==> config.mk <==
export PLATFORM = sky130hd
export DESIGN_NAME = velocity_setpoint_ramp_limiter
export DESIGN_NICKNAME = d
export VERILOG_FILES = /design/src/vsrl_pkg.sv /design/src/velocity_setpoint_ramp_limiter.sv /design/src/vsrl_slew.sv
export SDC_FILE = /design/constraint.sdc
export NUM_CORES = 2
export LEC_CHECK = 0
export ABC_CLOCK_PERIOD_IN_PS = 12030
export CAP_MARGIN = 40
export CORE_MARGIN = 5
export CORE_UTILIZATION = 48
export DETAILED_ROUTE_END_ITERATION = 10
export DONT_BUFFER_PORTS = 1
export GPL_TIMING_DRIVEN = 0
export HOLD_SLACK_MARGIN = 0.15
export SLEW_MARGIN = 25
export SYNTH_ARGS = -nofsm -noshare
export SYNTH_HDL_FRONTEND = slang
export SYNTH_SLANG_ARGS = --single-unit
==> constraint.sdc <==
create_clock -name aclk -period 12.03 [get_ports aclk]
set_input_delay 1.203 -clock aclk [delete_from_list [all_inputs] [get_ports aclk]]
set_output_delay 1.203 -clock aclk [all_outputs]
set_load 0.01 [all_outputs]
==> src/vsrl_pkg.sv <==
// Shared types and constants for the velocity setpoint ramp limiter.
`timescale 1ns / 1ps

package vsrl_pkg;

    localparam int VEL_W      = 24;
    localparam int TIME_W     = 32;
    localparam int CUR_W      = 16;
    localparam int RATE_W     = 18;
    localparam int LIMIT_W    = 15;
    localparam int CMD_W      = 2;
    localparam int CFG_IDX_W  = 2;
    localparam int CFG_DATA_W = 18;
    // step = rate * elapsed / 1000 with elapsed <= 1000, so it never exceeds the rate
    localparam int STEP_W     = RATE_W;
    // current-limit reduction width: 14.4 * (2^15 - 1) < 2^19
    localparam int RED_W      = 20;

    localparam logic [RATE_W-1:0]  ACCEL_RATE_RST    = 18'd4096;
    localparam logic [RATE_W-1:0]  BRAKE_RATE_RST    = 18'd4096;
    localparam logic [LIMIT_W-1:0] CURRENT_LIMIT_RST = 15'd7680;

    // 72/5 = 14 + 2/5; the 2/5 part is (2x * 52429) >> 18, exact for 2x < 2^16
    localparam logic [RED_W-1:0] LIMIT_GAIN_INT = 20'd14;
    localparam logic [15:0]      DIV5_RECIP     = 16'd52429;
    localparam int               DIV5_SHIFT     = 18;

    typedef enum logic [CMD_W-1:0] {
        CMD_UPDATE = 2'd0,
        CMD_START  = 2'd1,
        CMD_STOP   = 2'd2
    } cmd_t;

    typedef enum logic [CFG_IDX_W-1:0] {
        CFG_ACCEL_RATE    = 2'd0,
        CFG_BRAKE_RATE    = 2'd1,
        CFG_CURRENT_LIMIT = 2'd2
    } cfg_idx_t;

    // Item handed to the slew stage
    typedef struct packed {
        logic [CMD_W-1:0]        cmd;
        logic                    slew;       // primed update: ramp toward target
        logic                    limited;
        logic signed [VEL_W-1:0] target;
        logic [STEP_W-1:0]       accel_step;
        logic [STEP_W-1:0]       brake_step;
    } ramp_item_t;

endpackage

==> src/velocity_setpoint_ramp_limiter.sv <==
// Top level of the velocity setpoint ramp limiter: current limit, direction gate, slew.
//
//  channel | ports                                     | direction
//  --------+-------------------------------------------+----------
//  input   | s_valid/s_ready, s_cmd .. s_reverse_mode   | in
//  result  | m_valid/m_ready, m_commanded_velocity ...  | out
//  config  | cfg_valid/cfg_ready, cfg_index, cfg_data   | in
//
// Four register stages (input, multiply, reciprocal multiply, result); one item per cycle
// sustained while m_ready stays high.
// Time and primed state are tracked at the input stage; the velocity is the result register.
// Synchronous active-low reset clears state and configuration to defaults.
// A stalled result stalls stages behind it only as they fill; config writes are always taken.
`timescale 1ns / 1ps

module velocity_setpoint_ramp_limiter #(
    parameter int MAX_ELAPSED_MS = 100
) (
    input  logic                                  aclk,
    input  logic                                  aresetn,

    input  logic                                  s_valid,
    output logic                                  s_ready,
    input  logic [vsrl_pkg::CMD_W-1:0]            s_cmd,
    input  logic [vsrl_pkg::TIME_W-1:0]           s_now_ms,
    input  logic signed [vsrl_pkg::VEL_W-1:0]     s_requested_velocity,
    input  logic signed [vsrl_pkg::CUR_W-1:0]     s_bus_current,
    input  logic                                  s_reverse_mode,

    output logic                                  m_valid,
    input  logic                                  m_ready,
    output logic signed [vsrl_pkg::VEL_W-1:0]     m_commanded_velocity,
    output logic                                  m_current_limited,

    input  logic                                  cfg_valid,
    output logic                                  cfg_ready,
    input  logic [vsrl_pkg::CFG_IDX_W-1:0]        cfg_index,
    input  logic [vsrl_pkg::CFG_DATA_W-1:0]       cfg_data
);
    import vsrl_pkg::*;

    localparam int EL_W     = $clog2(MAX_ELAPSED_MS + 1);
    localparam int PROD_W   = RATE_W + EL_W;
    // floor(p / 1000) = (p * ceil(2^k / 1000)) >> k, exact for p < 2^PROD_W
    localparam int RECIP_SH = PROD_W + 10;
    localparam int RECIP_W  = RECIP_SH - 9;
    localparam int RPROD_W  = PROD_W + RECIP_W;
    localparam longint unsigned RECIP_VAL = ((64'd1 << RECIP_SH) + 64'd999) / 64'd1000;
    localparam logic [RECIP_W-1:0] RECIP = RECIP_W'(RECIP_VAL);

    // configuration
    logic [RATE_W-1:0]  accel_rate_reg;
    logic [RATE_W-1:0]  brake_rate_reg;
    logic [LIMIT_W-1:0] current_limit_reg;

    // timing state tracked at the input
    logic [TIME_W-1:0]  last_time_reg;
    logic               primed_reg;

    // stage 1
    logic                    s1_valid_reg;
    logic [CMD_W-1:0]        s1_cmd_reg;
    logic                    s1_slew_reg;
    logic                    s1_limited_reg;
    logic [LIMIT_W-1:0]      s1_excess_reg;
    logic signed [VEL_W-1:0] s1_req_reg;
    logic                    s1_rev_reg;
    logic [EL_W-1:0]         s1_el_reg;

    // stage 2
    logic                    s2_valid_reg;
    logic [CMD_W-1:0]        s2_cmd_reg;
    logic                    s2_slew_reg;
    logic                    s2_limited_reg;
    logic [LIMIT_W-1:0]      s2_excess_reg;
    logic [31:0]             s2_div5_prod_reg;
    logic signed [VEL_W-1:0] s2_req_reg;
    logic                    s2_rev_reg;
    logic [PROD_W-1:0]       s2_accel_prod_reg;
    logic [PROD_W-1:0]       s2_brake_prod_reg;

    // stage 3
    logic                    s3_valid_reg;
    ramp_item_t              s3_item_reg;
    ramp_item_t              s3_item_next;

    // result
    logic                    m_valid_reg;
    logic signed [VEL_W-1:0] vel_reg;
    logic signed [VEL_W-1:0] vel_next;
    logic                    limited_reg;

    logic en1, en2, en3, out_en, ld_out, s_accept;

    logic [TIME_W-1:0]       elapsed_raw;
    logic [EL_W-1:0]         el_capped;
    logic                    over_limit;
    logic signed [CUR_W-1:0] excess_full;

    logic [RED_W-1:0]        red;
    logic [VEL_W-1:0]        req_mag;
    logic [VEL_W:0]          cut;
    logic [VEL_W-1:0]        reduced_mag;
    logic signed [VEL_W-1:0] limited_req;
    logic signed [VEL_W-1:0] gated_req;
    logic [RPROD_W-1:0]      accel_rprod;
    logic [RPROD_W-1:0]      brake_rprod;

    // flow control
    assign out_en   = !m_valid_reg || m_ready;
    assign en3      = !s3_valid_reg || out_en;
    assign en2      = !s2_valid_reg || en3;
    assign en1      = !s1_valid_reg || en2;
    assign ld_out   = s3_valid_reg && out_en;
    assign s_ready  = en1;
    assign s_accept = s_valid && en1;

    assign cfg_ready = 1'b1;

    assign m_valid              = m_valid_reg;
    assign m_commanded_velocity = vel_reg;
    assign m_current_limited    = limited_reg;

    always_ff @(posedge aclk) begin
        if (!aresetn) begin
            accel_rate_reg    <= ACCEL_RATE_RST;
            brake_rate_reg    <= BRAKE_RATE_RST;
            current_limit_reg <= CURRENT_LIMIT_RST;
        end else if (cfg_valid) begin
            unique case (cfg_index)
                CFG_ACCEL_RATE:    accel_rate_reg    <= cfg_data[RATE_W-1:0];
                CFG_BRAKE_RATE:    brake_rate_reg    <= cfg_data[RATE_W-1:0];
                CFG_CURRENT_LIMIT: current_limit_reg <= cfg_data[LIMIT_W-1:0];
                default: begin
                end
            endcase
        end
    end

    // stage 1 input logic
    always_comb begin
        elapsed_raw = s_now_ms - last_time_reg;
        el_capped   = (elapsed_raw > TIME_W'(MAX_ELAPSED_MS)) ? EL_W'(MAX_ELAPSED_MS)
                                                              : EL_W'(elapsed_raw);
        over_limit  = s_bus_current > $signed({1'b0, current_limit_reg});
        excess_full = s_bus_current - $signed({1'b0, current_limit_reg});
    end

    always_ff @(posedge aclk) begin
        if (!aresetn) begin
            last_time_reg <= '0;
            primed_reg    <= 1'b0;
        end else if (s_accept) begin
            unique case (s_cmd)
                CMD_UPDATE, CMD_START: begin
                    last_time_reg <= s_now_ms;
                    primed_reg    <= 1'b1;
                end
                CMD_STOP: begin
                    last_time_reg <= '0;
                    primed_reg    <= 1'b0;
                end
                default: begin
                end
            endcase
        end
    end

    always_ff @(posedge aclk) begin
        if (!aresetn) begin
            s1_valid_reg <= 1'b0;
        end else if (en1) begin
            s1_valid_reg <= s_valid;
        end
    end

    always_ff @(posedge aclk) begin
        if (en1) begin
            s1_cmd_reg     <= s_cmd;
            s1_slew_reg    <= primed_reg;
            s1_limited_reg <= (s_cmd == CMD_UPDATE) && over_limit;
            s1_excess_reg  <= excess_full[LIMIT_W-1:0];
            s1_req_reg     <= s_requested_velocity;
            s1_rev_reg     <= s_reverse_mode;
            s1_el_reg      <= el_capped;
        end
    end

    // stage 2: products
    always_ff @(posedge aclk) begin
        if (!aresetn) begin
            s2_valid_reg <= 1'b0;
        end else if (en2) begin
            s2_valid_reg <= s1_valid_reg;
        end
    end

    always_ff @(posedge aclk) begin
        if (en2) begin
            s2_cmd_reg        <= s1_cmd_reg;
            s2_slew_reg       <= s1_slew_reg;
            s2_limited_reg    <= s1_limited_reg;
            s2_excess_reg     <= s1_excess_reg;
            s2_div5_prod_reg  <= 32'({s1_excess_reg, 1'b0}) * 32'(DIV5_RECIP);
            s2_req_reg        <= s1_req_reg;
            s2_rev_reg        <= s1_rev_reg;
            s2_accel_prod_reg <= PROD_W'(accel_rate_reg) * PROD_W'(s1_el_reg);
            s2_brake_prod_reg <= PROD_W'(brake_rate_reg) * PROD_W'(s1_el_reg);
        end
    end

    // stage 3: current limit, direction gate, step limits
    always_comb begin
        red = RED_W'(s2_excess_reg) * LIMIT_GAIN_INT
            + RED_W'(s2_div5_prod_reg >> DIV5_SHIFT);

        req_mag     = s2_req_reg[VEL_W-1] ? VEL_W'(-s2_req_reg) : VEL_W'(s2_req_reg);
        cut         = {1'b0, req_mag} - (VEL_W+1)'(red);
        reduced_mag = cut[VEL_W] ? '0 : cut[VEL_W-1:0];

        if (s2_limited_reg) begin
            limited_req = s2_req_reg[VEL_W-1] ? -$signed(reduced_mag) : $signed(reduced_mag);
        end else begin
            limited_req = s2_req_reg;
        end

        if ((s2_rev_reg && limited_req > 0) || (!s2_rev_reg && limited_req < 0)) begin
            gated_req = '0;
        end else begin
            gated_req = limited_req;
        end

        accel_rprod = RPROD_W'(s2_accel_prod_reg) * RPROD_W'(RECIP);
        brake_rprod = RPROD_W'(s2_brake_prod_reg) * RPROD_W'(RECIP);

        s3_item_next.cmd        = s2_cmd_reg;
        s3_item_next.slew       = s2_slew_reg;
        s3_item_next.limited    = s2_limited_reg;
        s3_item_next.target     = gated_req;
        s3_item_next.accel_step = STEP_W'(accel_rprod >> RECIP_SH);
        s3_item_next.brake_step = STEP_W'(brake_rprod >> RECIP_SH);
    end

    always_ff @(posedge aclk) begin
        if (!aresetn) begin
            s3_valid_reg <= 1'b0;
        end else if (en3) begin
            s3_valid_reg <= s2_valid_reg;
        end
    end

    always_ff @(posedge aclk) begin
        if (en3) begin
            s3_item_reg <= s3_item_next;
        end
    end

    // result stage: the commanded velocity register is the ramp state
    vsrl_slew u_slew (
        .item     (s3_item_reg),
        .held     (vel_reg),
        .next_vel (vel_next)
    );

    always_ff @(posedge aclk) begin
        if (!aresetn) begin
            m_valid_reg <= 1'b0;
            vel_reg     <= '0;
            limited_reg <= 1'b0;
        end else begin
            if (out_en) begin
                m_valid_reg <= s3_valid_reg;
            end
            if (ld_out) begin
                vel_reg     <= vel_next;
                limited_reg <= s3_item_reg.limited;
            end
        end
    end

    // input backpressure only comes from a full pipe behind a stalled result
    a_stall_source: assert property (@(posedge aclk) disable iff (!aresetn)
        !s_ready |-> (m_valid && !m_ready))
        else $error("s_ready low without a stalled result");

    a_start_stop_zero: assert property (@(posedge aclk) disable iff (!aresetn)
        (ld_out && (s3_item_reg.cmd == CMD_START || s3_item_reg.cmd == CMD_STOP))
        |=> (vel_reg == '0))
        else $error("start/stop transaction did not zero the velocity");

    a_vel_hold: assert property (@(posedge aclk) disable iff (!aresetn)
        !ld_out |=> $stable(vel_reg))
        else $error("velocity changed without a result transaction");

    a_priming_hold: assert property (@(posedge aclk) disable iff (!aresetn)
        (ld_out && s3_item_reg.cmd == CMD_UPDATE && !s3_item_reg.slew) |=> $stable(vel_reg))
        else $error("priming update moved the velocity");

endmodule

==> src/vsrl_slew.sv <==
// Slew step: moves the held velocity toward the target by at most one step; start and stop zero it.
`timescale 1ns / 1ps

module vsrl_slew (
    input  vsrl_pkg::ramp_item_t               item,
    input  logic signed [vsrl_pkg::VEL_W-1:0]  held,
    output logic signed [vsrl_pkg::VEL_W-1:0]  next_vel
);
    import vsrl_pkg::*;

    logic                    opposite;
    logic signed [VEL_W-1:0] tgt;
    logic [VEL_W-1:0]        tgt_mag;
    logic [VEL_W-1:0]        held_mag;
    logic [STEP_W-1:0]       step;
    logic signed [VEL_W:0]   diff;
    logic [VEL_W:0]          diff_mag;
    logic signed [VEL_W:0]   step_s;
    logic signed [VEL_W:0]   moved;
    logic signed [VEL_W-1:0] slewed;

    always_comb begin
        // a request against the held direction ramps down to zero first
        opposite = (held < 0 && item.target > 0) || (held > 0 && item.target < 0);
        tgt      = opposite ? '0 : item.target;
        tgt_mag  = tgt[VEL_W-1] ? VEL_W'(-tgt) : VEL_W'(tgt);
        held_mag = held[VEL_W-1] ? VEL_W'(-held) : VEL_W'(held);
        step     = (tgt_mag > held_mag) ? item.accel_step : item.brake_step;

        diff     = (VEL_W+1)'(tgt) - (VEL_W+1)'(held);
        diff_mag = diff[VEL_W] ? (VEL_W+1)'(-diff) : (VEL_W+1)'(diff);
        step_s   = $signed((VEL_W+1)'(step));
        moved    = (VEL_W+1)'(held) + (diff[VEL_W] ? -step_s : step_s);

        if (diff_mag <= (VEL_W+1)'(step)) begin
            slewed = tgt;
        end else begin
            slewed = VEL_W'(moved);
        end

        unique case (item.cmd)
            CMD_UPDATE: begin
                next_vel = item.slew ? slewed : held;
            end
            CMD_START, CMD_STOP: begin
                next_vel = '0;
            end
            default: begin
                next_vel = held;
            end
        endcase
    end

endmodule

* Word-level counts from Yosys, hierarchy flattened
Cells that the tools add are included.
** Word-level totals
- Output and inout bits :: 28
- Latch bits :: 0
- Bits in writable memories :: 0
- Bits of input ports :: 100
- Bits in registers :: 349
- Memories :: 0
- Bits in read-only memories :: 0
- Logic and storage cells :: 113
** Operators by class
- Add/subtract/negate cells :: 12
- Divide/modulo/power cells :: 0
- Multiply operators :: 6
- Bitwise gates (word level) :: 0
- Reductions and logical operators :: 30
- $lt $le $gt $ge :: 10
- Equality and inequality tests :: 7
- Shift operators :: 0
- Mux-type cells :: 15
** Operators with widths (number)
- 2-to-1 mux 24 bit :: 10
- multiplier 25 x 26 -> 51 bit, second input constant :: 2
- negation 24 bit :: 4
- > comparator 24 x 1 -> 1 bit, second input constant :: 3
- < comparator 24 x 1 -> 1 bit, second input constant :: 3
- case mux 32 bit (2 select lines) :: 1
- multiplier 18 x 7 -> 25 bit :: 2
- case mux 24 bit (2 select lines) :: 1
- > comparator 32 x 7 -> 1 bit, second input constant :: 1
- subtractor 32 bit :: 1
- multiplier 15 x 16 -> 31 bit, second input constant :: 1
- less-or-equal comparator 25 x 18 -> 1 bit :: 1
- 2-to-1 mux 25 bit :: 1
- negation 25 bit :: 1
- subtractor 24 x 20 -> 25 bit :: 1
- subtractor 24 x 24 -> 25 bit :: 1
- adder 24 bit :: 1
- > comparator 24 bit :: 1
- negation 18 -> 24 bit :: 1
- adder 19 x 14 -> 20 bit :: 1
- multiplier 15 x 3 -> 18 bit, second input constant :: 1
- > comparator 16 bit :: 1
- 2-to-1 mux 16 bit :: 1
- subtractor 15 bit :: 1
- 12 further kinds :: 38

* Longest topological paths before layout
- Depth in word-level cells :: 14
- Depth in mapped cells :: 44
- Depth with buffers taken out :: 41

* Modules after synthesis
A second synthesis with hierarchy kept.
** Unflattened totals
- Cell total of the unflattened synthesis :: 5712
- Area, all modules :: 53631.4 um2
** By module, submodules not included
- velocity_setpoint_ramp_limiter :: cells each 4736, instances 1, sequential area each 8838.5 um2, area an instance 46854.9 um2
- vsrl_slew :: cells each 976, instances 1, sequential area each 0.0 um2, area an instance 6776.5 um2

* Worst setup path before layout
OpenSTA, ideal clock, no wires.
- Kind :: register -> register
- Start :: register vel_reg[1] (netlist: m_commanded_velocity[1])
- End :: register vel_reg[20] (netlist: m_commanded_velocity[20])
- Cell stages (with the launch flop) :: 44
- Setup time :: 122 ps
- Setup slack :: 3016 ps
- Clock period less this slack :: 9014 ps
- Buffers on the path :: 3
- Data required time :: 11908 ps
- Arrival :: 8892 ps
- Cell sequence :: dfxtp_1 > inv_1 > ha_1 > nand3_1 > or3_1 > nand2b_1 > o31a_1 > a2bb2oi_1 > clkbuf_1 > nand2_1 > ha_1 > o21ai_0 > nor2b_1 > nand2_1 > nand2_1 > a21oi_1 > o32ai_1 > ha_1 > [8 not listed] > inv_1 > ha_1 > nor2_1 > xnor2_1 > ha_1 > nor2b_1 > o31a_1 > o211ai_1 > a21oi_1 > nor4b_1 > nor2_1 > a41o_1 > o41ai_1 > o21bai_1 > a21oi_1 > xor2_1 > nor3_1 > a221o_1
** Between the ends
- Longest elaborated chain between the ends :: 14
- Elaborated cells between the ends (all ways) :: 22
- Classes of those cells :: add/sub (6); order compare (4); mux (9); reduce/logical (3)
** RTL lines
- from (decl) :: RTL line velocity_setpoint_ramp_limiter.sv:89 : logic signed [VEL_W-1:0] vel_reg;
- from (signal assigned) :: RTL line velocity_setpoint_ramp_limiter.sv:275 : vel_reg <= vel_next;
- < comparator 24 x 1 -> 1 bit or > comparator 24 x 1 -> 1 bit (tied branches) :: RTL line vsrl_slew.sv:24 : opposite = (held < 0 && item.target > 0) || (held > 0 && item.target < 0);
- logical AND 1 bit :: RTL line vsrl_slew.sv:24
- logical OR 1 bit :: RTL line vsrl_slew.sv:24
- 2-to-1 mux 24 bit :: RTL line vsrl_slew.sv:25 : tgt = opposite ? '0 : item.target;
- negation 24 bit :: RTL line vsrl_slew.sv:26 : tgt_mag = tgt[VEL_W-1] ? VEL_W'(-tgt) : VEL_W'(tgt);
- 2-to-1 mux 24 bit :: RTL line vsrl_slew.sv:26
- > comparator 24 bit :: RTL line vsrl_slew.sv:28 : step = (tgt_mag > held_mag) ? item.accel_step : item.brake_step;
- 2-to-1 mux 16 bit :: RTL line vsrl_slew.sv:28
- negation 18 -> 24 bit :: RTL line vsrl_slew.sv:33 : moved = (VEL_W+1)'(held) + (diff[VEL_W] ? -step_s : step_s);
- 2-to-1 mux 24 bit :: RTL line vsrl_slew.sv:33
- adder 24 bit :: RTL line vsrl_slew.sv:33
- 2-to-1 mux 24 bit * :: RTL line vsrl_slew.sv:35 : if (diff_mag <= (VEL_W+1)'(step)) begin
- 2-to-1 mux 24 bit * :: RTL line vsrl_slew.sv:43 : next_vel = item.slew ? slewed : held;
- case mux 24 bit (2 select lines) * :: RTL line vsrl_slew.sv:41 : unique case (item.cmd)
Mark *: on every way between the ends. The rest lies on a longest branch, timed or not. The select of a mux whose other input is x is not followed.
A chain may end at the register's enable or synchronous reset.

* Worst setup path in the final report
Same ends and word-level chain as after synthesis.

==> metrics.txt <==
endpoints failing hold 0; Leak 0.0273 µW; Startpoint Class flop; die span in x 340 µm; worst vdd ir 0.373 mV; nets@finish 7166; relative slew slack 43.5%; TritonCTS clock tree yes; Rows 121; first-pass GRT wire length 214 mm; number of flip-flops under the largest register name 60; fmax 0.0909 GHz; EDFF count, synth 219; fraction of layout cells with a size suffix above 1 3.06%; DP HPWL 112 mm; hold_buf cts 0; area grow syn2layout 6.50%; asr flop ratio synth 0%; Clock Root Buffer clkbuf_16; top cell type's share of synthesized area 25.1%; clk_skew 36.9 ps; Final setup viols 0; commonest non-fill, non-tap cell in the layout inv_1; Net Sw Power 7850 µW; Worst-Skew Late Latency 640 ps; IO Port Bufs 0; largest net degree at the start of global routing 56; total die area 116000 µm²; postcts setup bufs 0; worst-path maximum fanout 10; critical path arrival 11510 ps; crit path time final 11000 ps; Gate power share 79.9%; DR pass1 iterations 5; GRT Total Usage 23.1%; r2r setup slk 1030 ps; most frequent cells in the layout inv_1 (1073), ha_1 (882), fa_1 (657); top post-synthesis cells by area fa_1 (25%), ha_1 (21%), edfxtp_1 (13%), inv_1 (7.7%), dfxtp_1 (4.3%); syn_nets 7112; Slew Limit Fails 0; Syn Inst Count 5473; Sink Count 332; Clk pwr share 8.9%; total gr overflow 0; Crit path top cell by count ha_1; initial antenna violation count 6; Worst-path clk slew 70 ps; sequential fraction of the synthesis area 16.9%; cell family with most CP delay compound AO/OA/AOI/OAI gates; IO Pins 128; run status complete, no violations; leading area contributor after synthesis fa_1; Slew @ Worst Pin 842 ps; switch share 50.6%; critical setup path kind flop to flop; CP Data Required Time 12540 ps; core area 109000 µm²; max_cap viols 0; Seq pwr share 11.3%; Distinct cells, synth 104; Top FF cell, synth edfxtp_1; DRC violation total after the first TritonRoute iteration 2197; CTS resizes 0; Die Y 340 µm; yosys warns 0; Critical Path Start m_commanded_velocity[1]; Vias/cell 5.40; CP endpoint m_commanded_velocity[20]; GP Congestion 0.943; fill cell count 10057; Pint 7660 µW; Hold WC Path Type flop to flop; worst reg2reg startpoint m_commanded_velocity[1]; CP max stage cell o41ai_1; Initial Util 48.2%; TritonCTS Buffers 44; CTS H-tree lvls 2; Hold WS 388 ps; number of global-route vias before repair 38927; Final TNS setup 0 ps; Yosys reg bits 332; slowest stage delay, CP 570 ps; PwrDens 278 nW/µm²; Crit Reg-Reg Endpoint m_commanded_velocity[20]; via count 37689; Max Buffers Root-to-Sink 3; reg2reg path depth 43; WL final 132 mm; unrepaired setup endpoints after global routing no; DRC errors left 0; Setup crit end kind flop; final critical-path share of the clock period 91.4%; Mean Syn Cell Area 9.56 µm²; critical path depth 43; mapped cell area 52300 µm²; drt wl/cell 18.9 µm; Buf+Inv Stages, Crit Path 6; Hold Startpoint s1_req_reg[20]; remaining antenna violation count 0
power groups by stage:
stage | sequential (µW) | combinational, µW | clock (µW)
floorplan | 1670 | 9360 | 0
global placement | 1770 | 12200 | 0
detailed placement | 1770 | 12300 | 0
CTS | 1750 | 12500 | 1420
global route | 1770 | 14300 | 1460
finish | 1750 | 12400 | 1370
final cells by class:
cell class	instances	area (µm²)	share of cell area, %
Multi-Input combinational cell	3944	38900	69.9
Sequential cell	332	8840	15.9
Inverter	1075	4040	7.25
Tap cell	1414	1770	3.18
Clock buffer	49	1130	2.03
Buffer	122	526	0.943
Clock inverter	32	354	0.636
Timing Repair Buffer	8	93.8	0.168
Antenna cell	8	20.0	0.0359
cells by family after synthesis:
group	after synthesis	share of synthesized area, %
xor gates and xnor gates	251	4.20
and+or+nand+nor	1259	11.8
muxes	45	0.895
other	1	0.00717
buffers and inverters	1197	8.72
DFF	332	16.9
adders and majority gates	1539	46.2
AOI/OAI and AO/OA	849	11.2
metal layers:
metal | GRT usage [%] | wire, µm
met5 | 0 | 0
met2 | 37.4 | 59800
met3 | 3.64 | 7990
met4 | 5.95 | 3530
met1 | 32.5 | 60900
through the flow:
stage / setup slack (ps) / utilization (%) / total power, µW / cells / area [µm²]
global route: 270 / 51.3 / 17500 / 6978 / 55700
global placement: 845 / 49.8 / 13900 / 6887 / 54100
finish: 1030 / 51.3 / 15500 / 6984 / 55700
floorplan: 3020 / - / 11000 / 5473 / 52300
detailed placement: 762 / 49.9 / 14100 / 6893 / 54200
CTS: 735 / 51.3 / 15700 / 6974 / 55700
cell usage after synthesis (56+ instances only):
master,instances
nand2_1,427
nor2_1,229
nor2b_1,79
inv_1,1074
a21oi_1,175
a21boi_0,56
xor2_1,87
clkbuf_1,97
and2_1,131
a21o_1,74
edfxtp_1,219
ha_1,882
nor3_1,98
xnor2_1,164
dfxtp_1,113
o21ai_0,131
fa_1,657
o21a_1,59
nand3_1,61
worst min-delay path by stage:
stage / cells after the start / end / slack (ps)
floorplan: 0 / s2_cmd_reg[0] / 400
global placement: 0 / s2_slew_reg / 400
detailed placement: 0 / s2_limited_reg / 400
CTS: 0 / s2_req_reg[20] / 390
global route: 0 / s2_req_reg[20] / 410
finish: 0 / s2_req_reg[20] / 390
Note: power is estimated with default switching activity, not from simulation.
